File: src/u16u8_pkg.sv
// ----------------------------------------------------------------------------
// u16u8_pkg
// Types, constants and the per-unit encoder shared by the UTF-16 to UTF-8
// transcoder.
// ----------------------------------------------------------------------------
package u16u8_pkg;

    localparam int RunBytes = 6;

    localparam logic [5:0]  SurrHighTag = 6'b110110;
    localparam logic [5:0]  SurrLowTag  = 6'b110111;
    localparam logic [20:0] SuppBase    = 21'h10000;
    localparam logic [7:0]  Lead4       = 8'hF0;
    localparam logic [7:0]  Lead3       = 8'hE0;
    localparam logic [7:0]  Lead2       = 8'hC0;
    localparam logic [7:0]  ContTag     = 8'h80;

    typedef struct packed {
        logic [15:0] code_unit;
        logic        last_unit;
    } in_item_t;

    typedef struct packed {
        logic [7:0] out_byte;
        logic       byte_valid;
        logic       last_of_run;
        logic       end_of_string;
    } out_item_t;

    // bytes caused by one item; count 0 with last set is the end marker
    typedef struct packed {
        logic [RunBytes-1:0][7:0] bytes;
        logic [2:0]               count;
        logic                     last;
    } run_t;

    typedef struct packed {
        logic [2:0][7:0] b;
        logic [1:0]      n;
    } enc_t;

    function automatic enc_t u16_encode(input logic [15:0] u);
        enc_t e;
        e = '0;
        if (u[15:7] == 9'd0) begin
            e.b[0] = u[7:0];
            e.n    = 2'd1;
        end
        else if (u[15:11] == 5'd0) begin
            e.b[0] = Lead2 | {3'b000, u[10:6]};
            e.b[1] = ContTag | {2'b00, u[5:0]};
            e.n    = 2'd2;
        end
        else begin
            e.b[0] = Lead3 | {4'h0, u[15:12]};
            e.b[1] = ContTag | {2'b00, u[11:6]};
            e.b[2] = ContTag | {2'b00, u[5:0]};
            e.n    = 2'd3;
        end
        return e;
    endfunction

endpackage

File: src/utf16_to_utf8_encoder.sv
// ----------------------------------------------------------------------------
// utf16_to_utf8_encoder
// UTF-16 to UTF-8 transcoder, one code unit in, one UTF-8 byte out per item.
//
// Input channel in_valid/in_ready/in_item carries a code unit and a flag for
// the string's last unit. Output channel out_valid/out_ready/out_item carries
// one byte with its run and string end marks; a string that ends without a
// byte gives one item with byte_valid low.
// The front classifies a unit in the cycle it is taken and writes its run
// (0 to 6 bytes) into a two-entry queue; the back drains the queue through
// the output register at one byte per cycle while the receiver takes them.
// The first byte of a run passes through the queue entry and then the output
// register after the unit is taken.
// The front can take new units while the back still serialises earlier runs;
// the byte-wide output register sets the pace of the bytes.
// A receiver stall holds the output register; the queue keeps taking units
// until both entries are full, then in_ready drops.
// Reset clears the surrogate and string state, the queue and the output.
// ----------------------------------------------------------------------------
module utf16_to_utf8_encoder
    import u16u8_pkg::*;
(
    input  logic      clk,
    input  logic      rst_n,
    input  logic      in_valid,
    output logic      in_ready,
    input  in_item_t  in_item,
    output logic      out_valid,
    input  logic      out_ready,
    output out_item_t out_item
);

    logic push_valid;
    logic push_ready;
    run_t push_run;
    logic head_valid;
    run_t head_run;
    logic pop;

    u16u8_front u_front (
        .clk        (clk),
        .rst_n      (rst_n),
        .in_valid   (in_valid),
        .in_ready   (in_ready),
        .in_item    (in_item),
        .push_valid (push_valid),
        .push_ready (push_ready),
        .push_run   (push_run)
    );

    u16u8_queue u_queue (
        .clk        (clk),
        .rst_n      (rst_n),
        .push_valid (push_valid),
        .push_ready (push_ready),
        .push_run   (push_run),
        .head_valid (head_valid),
        .pop        (pop),
        .head_run   (head_run)
    );

    u16u8_back u_back (
        .clk        (clk),
        .rst_n      (rst_n),
        .head_valid (head_valid),
        .head_run   (head_run),
        .pop        (pop),
        .out_valid  (out_valid),
        .out_ready  (out_ready),
        .out_item   (out_item)
    );

endmodule

File: src/u16u8_front.sv
// ----------------------------------------------------------------------------
// u16u8_front
// Accepts code units, tracks surrogate and string state, and builds the byte
// run of each item for the queue.
// ----------------------------------------------------------------------------
module u16u8_front
    import u16u8_pkg::*;
(
    input  logic     clk,
    input  logic     rst_n,
    input  logic     in_valid,
    output logic     in_ready,
    input  in_item_t in_item,
    output logic     push_valid,
    input  logic     push_ready,
    output run_t     push_run
);

    logic [9:0] held_bits_reg, held_bits_next;
    logic       held_reg, held_next;
    logic       stopped_reg, stopped_next;
    logic       accept;

    assign in_ready = push_ready;
    assign accept   = in_valid && push_ready;

    always_comb
    begin
        logic [15:0] cu;
        logic        is_high;
        logic        is_low;
        logic [20:0] cp;
        enc_t        eh;
        enc_t        eu;
        run_t        r;

        cu      = in_item.code_unit;
        is_high = (cu[15:10] == SurrHighTag);
        is_low  = (cu[15:10] == SurrLowTag);
        cp      = SuppBase + {1'b0, held_bits_reg, cu[9:0]};
        eh      = u16_encode({SurrHighTag, held_bits_reg});
        eu      = u16_encode(cu);
        r       = '0;

        held_bits_next = held_bits_reg;
        held_next      = held_reg;
        stopped_next   = stopped_reg;

        if (!stopped_reg) begin
            if (held_reg && is_low) begin
                r.bytes[0]     = Lead4 | {5'd0, cp[20:18]};
                r.bytes[1]     = ContTag | {2'b00, cp[17:12]};
                r.bytes[2]     = ContTag | {2'b00, cp[11:6]};
                r.bytes[3]     = ContTag | {2'b00, cp[5:0]};
                r.count        = 3'd4;
                held_next      = 1'b0;
                held_bits_next = '0;
            end
            else begin
                if (held_reg) begin
                    r.bytes[0]     = eh.b[0];
                    r.bytes[1]     = eh.b[1];
                    r.bytes[2]     = eh.b[2];
                    r.count        = 3'd3;
                    held_next      = 1'b0;
                    held_bits_next = '0;
                end
                if (cu == 16'd0) begin
                    stopped_next = 1'b1;
                end
                else if (is_high && !in_item.last_unit) begin
                    held_bits_next = cu[9:0];
                    held_next      = 1'b1;
                end
                else begin
                    if (held_reg) begin
                        r.bytes[3] = eu.b[0];
                        r.bytes[4] = eu.b[1];
                        r.bytes[5] = eu.b[2];
                    end
                    else begin
                        r.bytes[0] = eu.b[0];
                        r.bytes[1] = eu.b[1];
                        r.bytes[2] = eu.b[2];
                    end
                    r.count = r.count + {1'b0, eu.n};
                end
            end
        end

        r.last = in_item.last_unit;
        if (in_item.last_unit) begin
            held_next      = 1'b0;
            held_bits_next = '0;
            stopped_next   = 1'b0;
        end

        push_run   = r;
        push_valid = in_valid && ((r.count != 3'd0) || in_item.last_unit);
    end

    always_ff @(posedge clk or negedge rst_n)
    begin
        if (!rst_n) begin
            held_bits_reg <= '0;
            held_reg      <= 1'b0;
            stopped_reg   <= 1'b0;
        end
        else if (accept) begin
            held_bits_reg <= held_bits_next;
            held_reg      <= held_next;
            stopped_reg   <= stopped_next;
        end
    end

endmodule

File: src/u16u8_queue.sv
// ----------------------------------------------------------------------------
// u16u8_queue
// Two-entry queue of byte runs between the front and the serialiser.
// ----------------------------------------------------------------------------
module u16u8_queue
    import u16u8_pkg::*;
(
    input  logic clk,
    input  logic rst_n,
    input  logic push_valid,
    output logic push_ready,
    input  run_t push_run,
    output logic head_valid,
    input  logic pop,
    output run_t head_run
);

    run_t       entry_reg [2];
    logic       wr_ptr_reg, wr_ptr_next;
    logic       rd_ptr_reg, rd_ptr_next;
    logic [1:0] fill_reg, fill_next;
    logic       do_push;
    logic       do_pop;

    assign push_ready = (fill_reg != 2'd2);
    assign head_valid = (fill_reg != 2'd0);
    assign head_run   = entry_reg[rd_ptr_reg];
    assign do_push    = push_valid && push_ready;
    assign do_pop     = pop && head_valid;

    always_comb
    begin
        wr_ptr_next = do_push ? ~wr_ptr_reg : wr_ptr_reg;
        rd_ptr_next = do_pop ? ~rd_ptr_reg : rd_ptr_reg;
        fill_next   = fill_reg + {1'b0, do_push} - {1'b0, do_pop};
    end

    always_ff @(posedge clk)
    begin
        if (do_push) begin
            entry_reg[wr_ptr_reg] <= push_run;
        end
    end

    always_ff @(posedge clk or negedge rst_n)
    begin
        if (!rst_n) begin
            wr_ptr_reg <= 1'b0;
            rd_ptr_reg <= 1'b0;
            fill_reg   <= 2'd0;
        end
        else begin
            wr_ptr_reg <= wr_ptr_next;
            rd_ptr_reg <= rd_ptr_next;
            fill_reg   <= fill_next;
        end
    end

endmodule

File: src/u16u8_back.sv
// ----------------------------------------------------------------------------
// u16u8_back
// Serialises the head run one byte per cycle into the output register while the receiver takes them.
// ----------------------------------------------------------------------------
module u16u8_back
    import u16u8_pkg::*;
(
    input  logic      clk,
    input  logic      rst_n,
    input  logic      head_valid,
    input  run_t      head_run,
    output logic      pop,
    output logic      out_valid,
    input  logic      out_ready,
    output out_item_t out_item
);

    logic [2:0] idx_reg, idx_next;
    logic       out_valid_reg, out_valid_next;
    out_item_t  out_reg, out_next;
    logic       load;
    logic       final_byte;

    assign load       = head_valid && (!out_valid_reg || out_ready);
    assign final_byte = (head_run.count == 3'd0) || (idx_reg == head_run.count - 3'd1);
    assign pop        = load && final_byte;
    assign out_valid  = out_valid_reg;
    assign out_item   = out_reg;

    always_comb
    begin
        out_next.out_byte      = (head_run.count == 3'd0) ? 8'd0 : head_run.bytes[idx_reg];
        out_next.byte_valid    = (head_run.count != 3'd0);
        out_next.last_of_run   = final_byte;
        out_next.end_of_string = final_byte && head_run.last;

        idx_next       = idx_reg;
        out_valid_next = out_valid_reg;
        if (load) begin
            idx_next       = final_byte ? 3'd0 : idx_reg + 3'd1;
            out_valid_next = 1'b1;
        end
        else if (out_ready) begin
            out_valid_next = 1'b0;
        end
    end

    always_ff @(posedge clk)
    begin
        if (load) begin
            out_reg <= out_next;
        end
    end

    always_ff @(posedge clk or negedge rst_n)
    begin
        if (!rst_n) begin
            idx_reg       <= 3'd0;
            out_valid_reg <= 1'b0;
        end
        else begin
            idx_reg       <= idx_next;
            out_valid_reg <= out_valid_next;
        end
    end

endmodule

File: config.mk
export PLATFORM = sky130hd
export DESIGN_NAME = utf16_to_utf8_encoder
export DESIGN_NICKNAME = d
export VERILOG_FILES = /design/src/u16u8_pkg.sv /design/src/utf16_to_utf8_encoder.sv /design/src/u16u8_front.sv /design/src/u16u8_queue.sv /design/src/u16u8_back.sv
export SDC_FILE = /design/constraint.sdc
export NUM_CORES = 1
export LEC_CHECK = 0
export BUFFER_PORTS_ARGS = -buffer_cell sky130_fd_sc_hd__buf_2
export CAP_MARGIN = 20
export CORE_ASPECT_RATIO = 0.8
export CORE_UTILIZATION = 56
export DETAILED_ROUTE_END_ITERATION = 8
export PLACE_DENSITY = 0.74
export SLEW_MARGIN = 20
export SYNTH_ARGS = -nofsm -noshare
export SYNTH_HDL_FRONTEND = slang
export SYNTH_SLANG_ARGS = --single-unit
File: constraint.sdc
create_clock -name clk -period 5.6 [get_ports clk]
set_input_delay 1.12 -clock clk [delete_from_list [all_inputs] [get_ports clk]]
set_output_delay 1.12 -clock clk [all_outputs]
set_load 0.01 [all_outputs]
==> Yosys cells after proc, flatten, opt, wreduce, memory -nomap -nowiden <==
Memories as Yosys holds them, arrays and structs flattened.
Index checks and enable logic that the tools add are counted.
{ "totals": {"regBits": 31, "ramBits": 104, "input_bits": 21, "out_inout_bits": 13, "n_memories": 1} }
{ "mem_list": {"columns": ["name", "words", "word_bits", "rd", "rd_ports_with_merged_regs", "write_ports", "line", "source"], "rows": [
  ["u_queue.entry_reg", 2, 52, 1, 0, 1, "u16u8_queue.sv:18", "run_t entry_reg [2];"]
]} }
{ "op_classes": {"addsub": 6, "magnitude_cmp": 1, "n_eq_ne": 5, "n_mux": 36, "n_bitwise": 2, "reduce_logical": 23} }
{ "ops": {"columns": ["operator", "count"], "rows": [
  ["$mux 51", 3],
  ["$mux 27", 3],
  ["$mux 10", 7],
  ["$mux 16", 3],
  ["$mux 24", 2],
  ["$mux 35", 1],
  ["$bmux 8 s3", 1],
  ["$add 17x20->21 const A", 1],
  ["$logic_not 16->1", 1],
  ["$mux 8", 2],
  ["$mux 1", 13],
  ["$eq 6x6->1 const B", 2],
  ["$logic_and 1x1->1", 9],
  ["$logic_not 9->1", 1],
  ["$reduce_bool 3->1", 2],
  ["$logic_not 5->1", 1],
  ["$lt 3x4->1 const B", 1],
  ["$ne 2x2->1 const B", 2],
  ["$reduce_bool 2->1", 2],
  ["$add 3x1->3 const B", 1],
  ["$add 3x2->3", 1],
  ["$eq 3x3->1", 1],
  ["$logic_not 3->1", 1],
  ["$logic_or 1x1->1", 3],
  ["7 further kinds", 9]
]} }

==> Logic depth before layout (Yosys ltp) <==
{ "logic_depth": {"depth_word": 15, "ltp_mapped": 14, "depth_no_buf": 13} }

==> Cells and area by module <==
Synthesis repeated with hierarchy kept, for this count alone.
{ "unflattened": {"cells_unflattened": 499, "hier_area_um2": 6939.2} }
{ "modules_own_cells": {"columns": ["module", "instances", "cells_each", "area_per_inst_um2", "seq_area_each_um2"], "rows": [
  ["u16u8_queue", 1, 179, 4159.0, 3223.1],
  ["u16u8_front", 1, 235, 1726.7, 300.3],
  ["u16u8_back", 1, 85, 1053.5, 430.4]
]} }

==> Worst setup path after synthesis <==
No wires, ideal clock.
{ "synth_timing": {"path_type": "input port to flip-flop", "start": "in in_item[12] (netlist name)", "end": "mem u_queue.entry_reg[0][0] (netlist name), enable pin", "setup_ns": 0.411, "t_arrival_ns": 4.311, "t_required_ns": 5.189, "path_slack_ns": 0.877, "cell_stages": 10, "path_buffers": 1, "cell_sequence": "or4_1 clkbuf_1 nor2_1 nand2_1 inv_1 ha_1 xnor2_1 nor4b_1 nor2_1 o311a_1"} }
{ "synth_via": {"elab_chain_cells": 14} }
{ "synth_rtl": {"columns": ["element", "line", "source"], "rows": [
  ["from (decl)", "utf16_to_utf8_encoder.sv:27", "input in_item_t in_item,"],
  ["$logic_not 5->1", "u16u8_pkg.sv:49", "else if (u[15:11] == 5'd0) begin"],
  ["$mux 16", "u16u8_pkg.sv:49", null],
  ["$mux 10", "u16u8_pkg.sv:45", "if (u[15:7] == 9'd0) begin"],
  ["$add 3x2->3", "u16u8_front.sv:86", "r.count = r.count + {1'b0, eu.n};"],
  ["$mux 51", "u16u8_front.sv:71", "else if (is_high && !in_item.last_unit) begin"],
  ["$mux 51", "u16u8_front.sv:68", "if (cu == 16'd0) begin"],
  ["$mux 35 *", "u16u8_front.sv:50", "if (held_reg && is_low) begin"],
  ["$mux 51 *", "u16u8_front.sv:49", "if (!stopped_reg) begin"],
  ["$reduce_bool 3->1 *", "u16u8_front.sv:99", "push_valid = in_valid && ((r.count != 3'd0) || in_item.last_unit);"],
  ["$logic_or 1x1->1 *", "u16u8_front.sv:99", null],
  ["$logic_and 1x1->1 *", "u16u8_front.sv:99", null],
  ["$logic_and 1x1->1 *", "u16u8_queue.sv:28", "assign do_push = push_valid && push_ready;"],
  ["$mux 1 *", "u16u8_queue.sv:40", "if (do_push) begin"],
  ["$mux 1 (implied by the code) *", "u16u8_queue.sv:41", "entry_reg[wr_ptr_reg] <= push_run;"],
  ["to (decl)", "u16u8_queue.sv:18", null]
]} }
Every way passes the cells marked *; elsewhere a longest branch is shown, timed or not.

==> Worst setup path after layout <==
{ "layout_timing": {"start": "in in_item[12] (netlist name)", "end": "mem u_queue.entry_reg[0][13] (netlist name), enable pin"} }
The elaborated chain is that of the path after synthesis.

==> impl_metrics.json <==
{
  "hold_path.class": "reg -> reg",
  "p_per_area_nw_per_um2": 495,
  "clkLatencyLatePin_ns": 0.42,
  "ant_nets": 0,
  "drive_above_1_share_pct": 20.3,
  "syn2layout_area_growth_pct": 15.4,
  "die_area_um2": 11200,
  "cts_hold_buf": 0,
  "cts_buffers": 17,
  "min_period_ns": 4.51,
  "fill_cells": 730,
  "met1_length_um": 5830,
  "grt_pass1_wl_um": 21200,
  "crit_start": "in_item[12]",
  "fmax_mhz": 222,
  "yosysWarnings": 0,
  "rows": 33,
  "via_count": 4017,
  "largest_reg_flops": 96,
  "slew_headroom_pct": 28.1,
  "synth-main-ff-cell": "edfxtp_1",
  "cts.sinks": 127,
  "hp-start": "u_back.out_valid",
  "r2r-start": "u_front.held_reg",
  "rsz0062_at_grt": "false",
  "highest_layer": "met4",
  "cts_tree": "done",
  "postCtsSetupRepairBufs": 0,
  "syn_inst": 447,
  "fin_tns_setup_ns": 0,
  "cp.arrival_ns": 4.60,
  "vias_per_cell": 6.40,
  "initialDrtViolationCount": 504,
  "leakage_nw": 2.56,
  "start_util_pct": 58.2,
  "slew_violations": 0,
  "wl_per_cell_um": 21.2,
  "drv_cap": 0,
  "regArea_um2": 3710,
  "path_class": "in -> reg",
  "clkTransAtPathRegs_ns": 0.05,
  "place_congestion": 0.946,
  "critPathMaxFanout": 48,
  "ctsResizeCount": 0,
  "overflow": 0,
  "antenna_found_initial": 0,
  "die_h_um": 94.7,
  "worst_setup_path_end_kind": "flop",
  "synth-async-reset-ratio_pct": 15.7,
  "final-setup-viol-count": 0,
  "synthesis.area_um2": 6010,
  "route.met3.wl_um": 1390,
  "port_buffers": 33,
  "cp.required_ns": 5.69,
  "met2RoutedLength_um": 5940,
  "power_mw": 3.43,
  "ctsHtreeMaxLevel": 4,
  "finalHoldViolations": 0,
  "first_pass_iters": 6,
  "start_kind": "input port",
  "postSynthNetCount": 478,
  "post-route-drc-count": 0,
  "layout.nets": 506,
  "ys_ff_latch": 127,
  "multi_input_area_um2": 2140,
  "coreArea_um2": 10300,
  "syn_area_per_cell_um2": 13.4,
  "worst_pin_slew_ns": 1.07,
  "die_w_um": 118,
  "n_antenna_cell": 0,
  "hpwl_um": 8970,
  "clock-root-buffer": "clkbuf_16",
  "peakVddDrop_uv": 329,
  "finClkSkew_ns": 0.00784,
  "synth_cell_types": 57,
  "grt_start_max_net_pins": 49,
  "min_period_over_period_pct": 80.5,
  "clockBufferDepth": 2,
  "ys_seq_area_share_pct": 61.8,
  "status": "completed",
  "grt_pass1_vias": 3747,
  "track_usage_pct": 26.3,
  "synth_enable_flop_cells": 107,
  "ios": 34,
  "wl_um": 13300
}
[final cells by class]
cell class / instances / area share, %
Clock inverter: 13 / 3.05
Clock buffer: 19 / 6.39
Multi-Input combinational cell: 278 / 30.9
Sequential cell: 127 / 53.5
Inverter: 13 / 0.703
Tap cell: 140 / 2.53
Timing Repair Buffer: 38 / 2.92
[worst paths after layout]
kind	endpoint	slack, ns	cells past startpoint
min	u_back.out_valid	0.49	2
min in group asynchronous	u_back.idx_reg[1]	0.65	1
max reg2reg	u_queue.entry_reg[0][13]	1.70	7
max in group asynchronous	u_front.held_bits_reg[4]	4.63	1
min reg2reg	u_back.out_valid	0.49	2
max	u_queue.entry_reg[0][13]	1.09	11
[where the power goes]
group          internal (mW)  total (mW)  switching (mW)
Clock                  0.804        1.21           0.405
Sequential              1.30        1.40          0.0925
Combinational          0.357       0.830           0.473
Total                   2.46        3.43           0.971
[logic make-up after synthesis]
family / count (synthesis) / synth area share, %
flip-flops: 127 / 61.8
AO/OA/AOI/OAI: 94 / 11.1
AND/OR/NAND/NOR: 130 / 10.8
multiplexers: 35 / 10.2
buffers and inverters: 42 / 2.79
XOR/XNOR: 9 / 1.31
adder cells (fa/ha/maj): 10 / 2.08
[worst max-delay path: stages]
cell and delay, ns:
buf_2 0.13, or4_1 0.67, nor2_1 0.46, nand2_1 0.21, inv_1 0.13, ha_1 0.24, xnor2_1 0.22, nor4b_1 0.52
nor2_1 0.17, o311a_2 0.36, buf_4 0.32
[per-layer routing]
layer  track usage, %  vias to the layer above
met4             9.29                        0
met2             38.0                      222
met1             38.9                     1971
met5                0                        -
li1                 -                     1803
met3             6.46                       21
[synthesized netlist by cell type, types with 2 or more instances]
cell / number / area [um^2]
mux2i_1: 13 / 130
or3_1: 2 / 12.5
o21ai_0: 12 / 60.1
nand2b_1: 2 / 12.5
clkbuf_1: 21 / 78.8
inv_1: 12 / 45.0
nor4_1: 4 / 25.0
nand2_1: 20 / 75.1
xor2_1: 4 / 35.0
a221oi_1: 10 / 87.6
a21oi_1: 33 / 165
o311a_1: 2 / 20.0
nand3_1: 4 / 20.0
or4_1: 4 / 30.0
nor3_1: 18 / 90.1
a32oi_1: 2 / 17.5
a22o_1: 10 / 87.6
o2111ai_1: 2 / 17.5
buf_2: 2 / 10.0
xnor2_1: 5 / 43.8
mux4_2: 21 / 473
nor2_1: 52 / 195
o32a_1: 2 / 20.0
nor2b_1: 5 / 31.3
ha_1: 10 / 125
o22ai_1: 2 / 12.5
nor4b_1: 3 / 26.3
edfxtp_1: 107 / 3210
and4b_1: 2 / 20.0
buf_1: 5 / 18.8
and2_1: 7 / 43.8
dfrtp_1: 20 / 500
a31oi_1: 4 / 25.0
o21bai_1: 2 / 15.0
[through the flow]
step | std cells | hold WS [ns] | setup slack, ns | instance area, um^2 | util [%]
after floorplan | 447 | 0.473 | 0.877 | 6010 | -
after global placement | 596 | 0.470 | 0.830 | 6270 | 60.8
after detailed placement | 596 | 0.480 | 0.732 | 6280 | 60.9
after CTS | 628 | 0.492 | 1.15 | 6940 | 67.2
after global routing | 628 | 0.529 | 0.858 | 6940 | 67.2
final | 628 | 0.490 | 1.09 | 6940 | 67.2
[cells in the final DEF (no fill, tap or decap), drive strengths merged, types with 14 or more instances in the layout]
cell	count
edfxtp	107
nor2	52
buf	38
a21oi	33
mux4	21
nand2	20
dfrtp	20
clkbuf	19
nor3	18
inv	14
(Power assumes the default switching activity.)
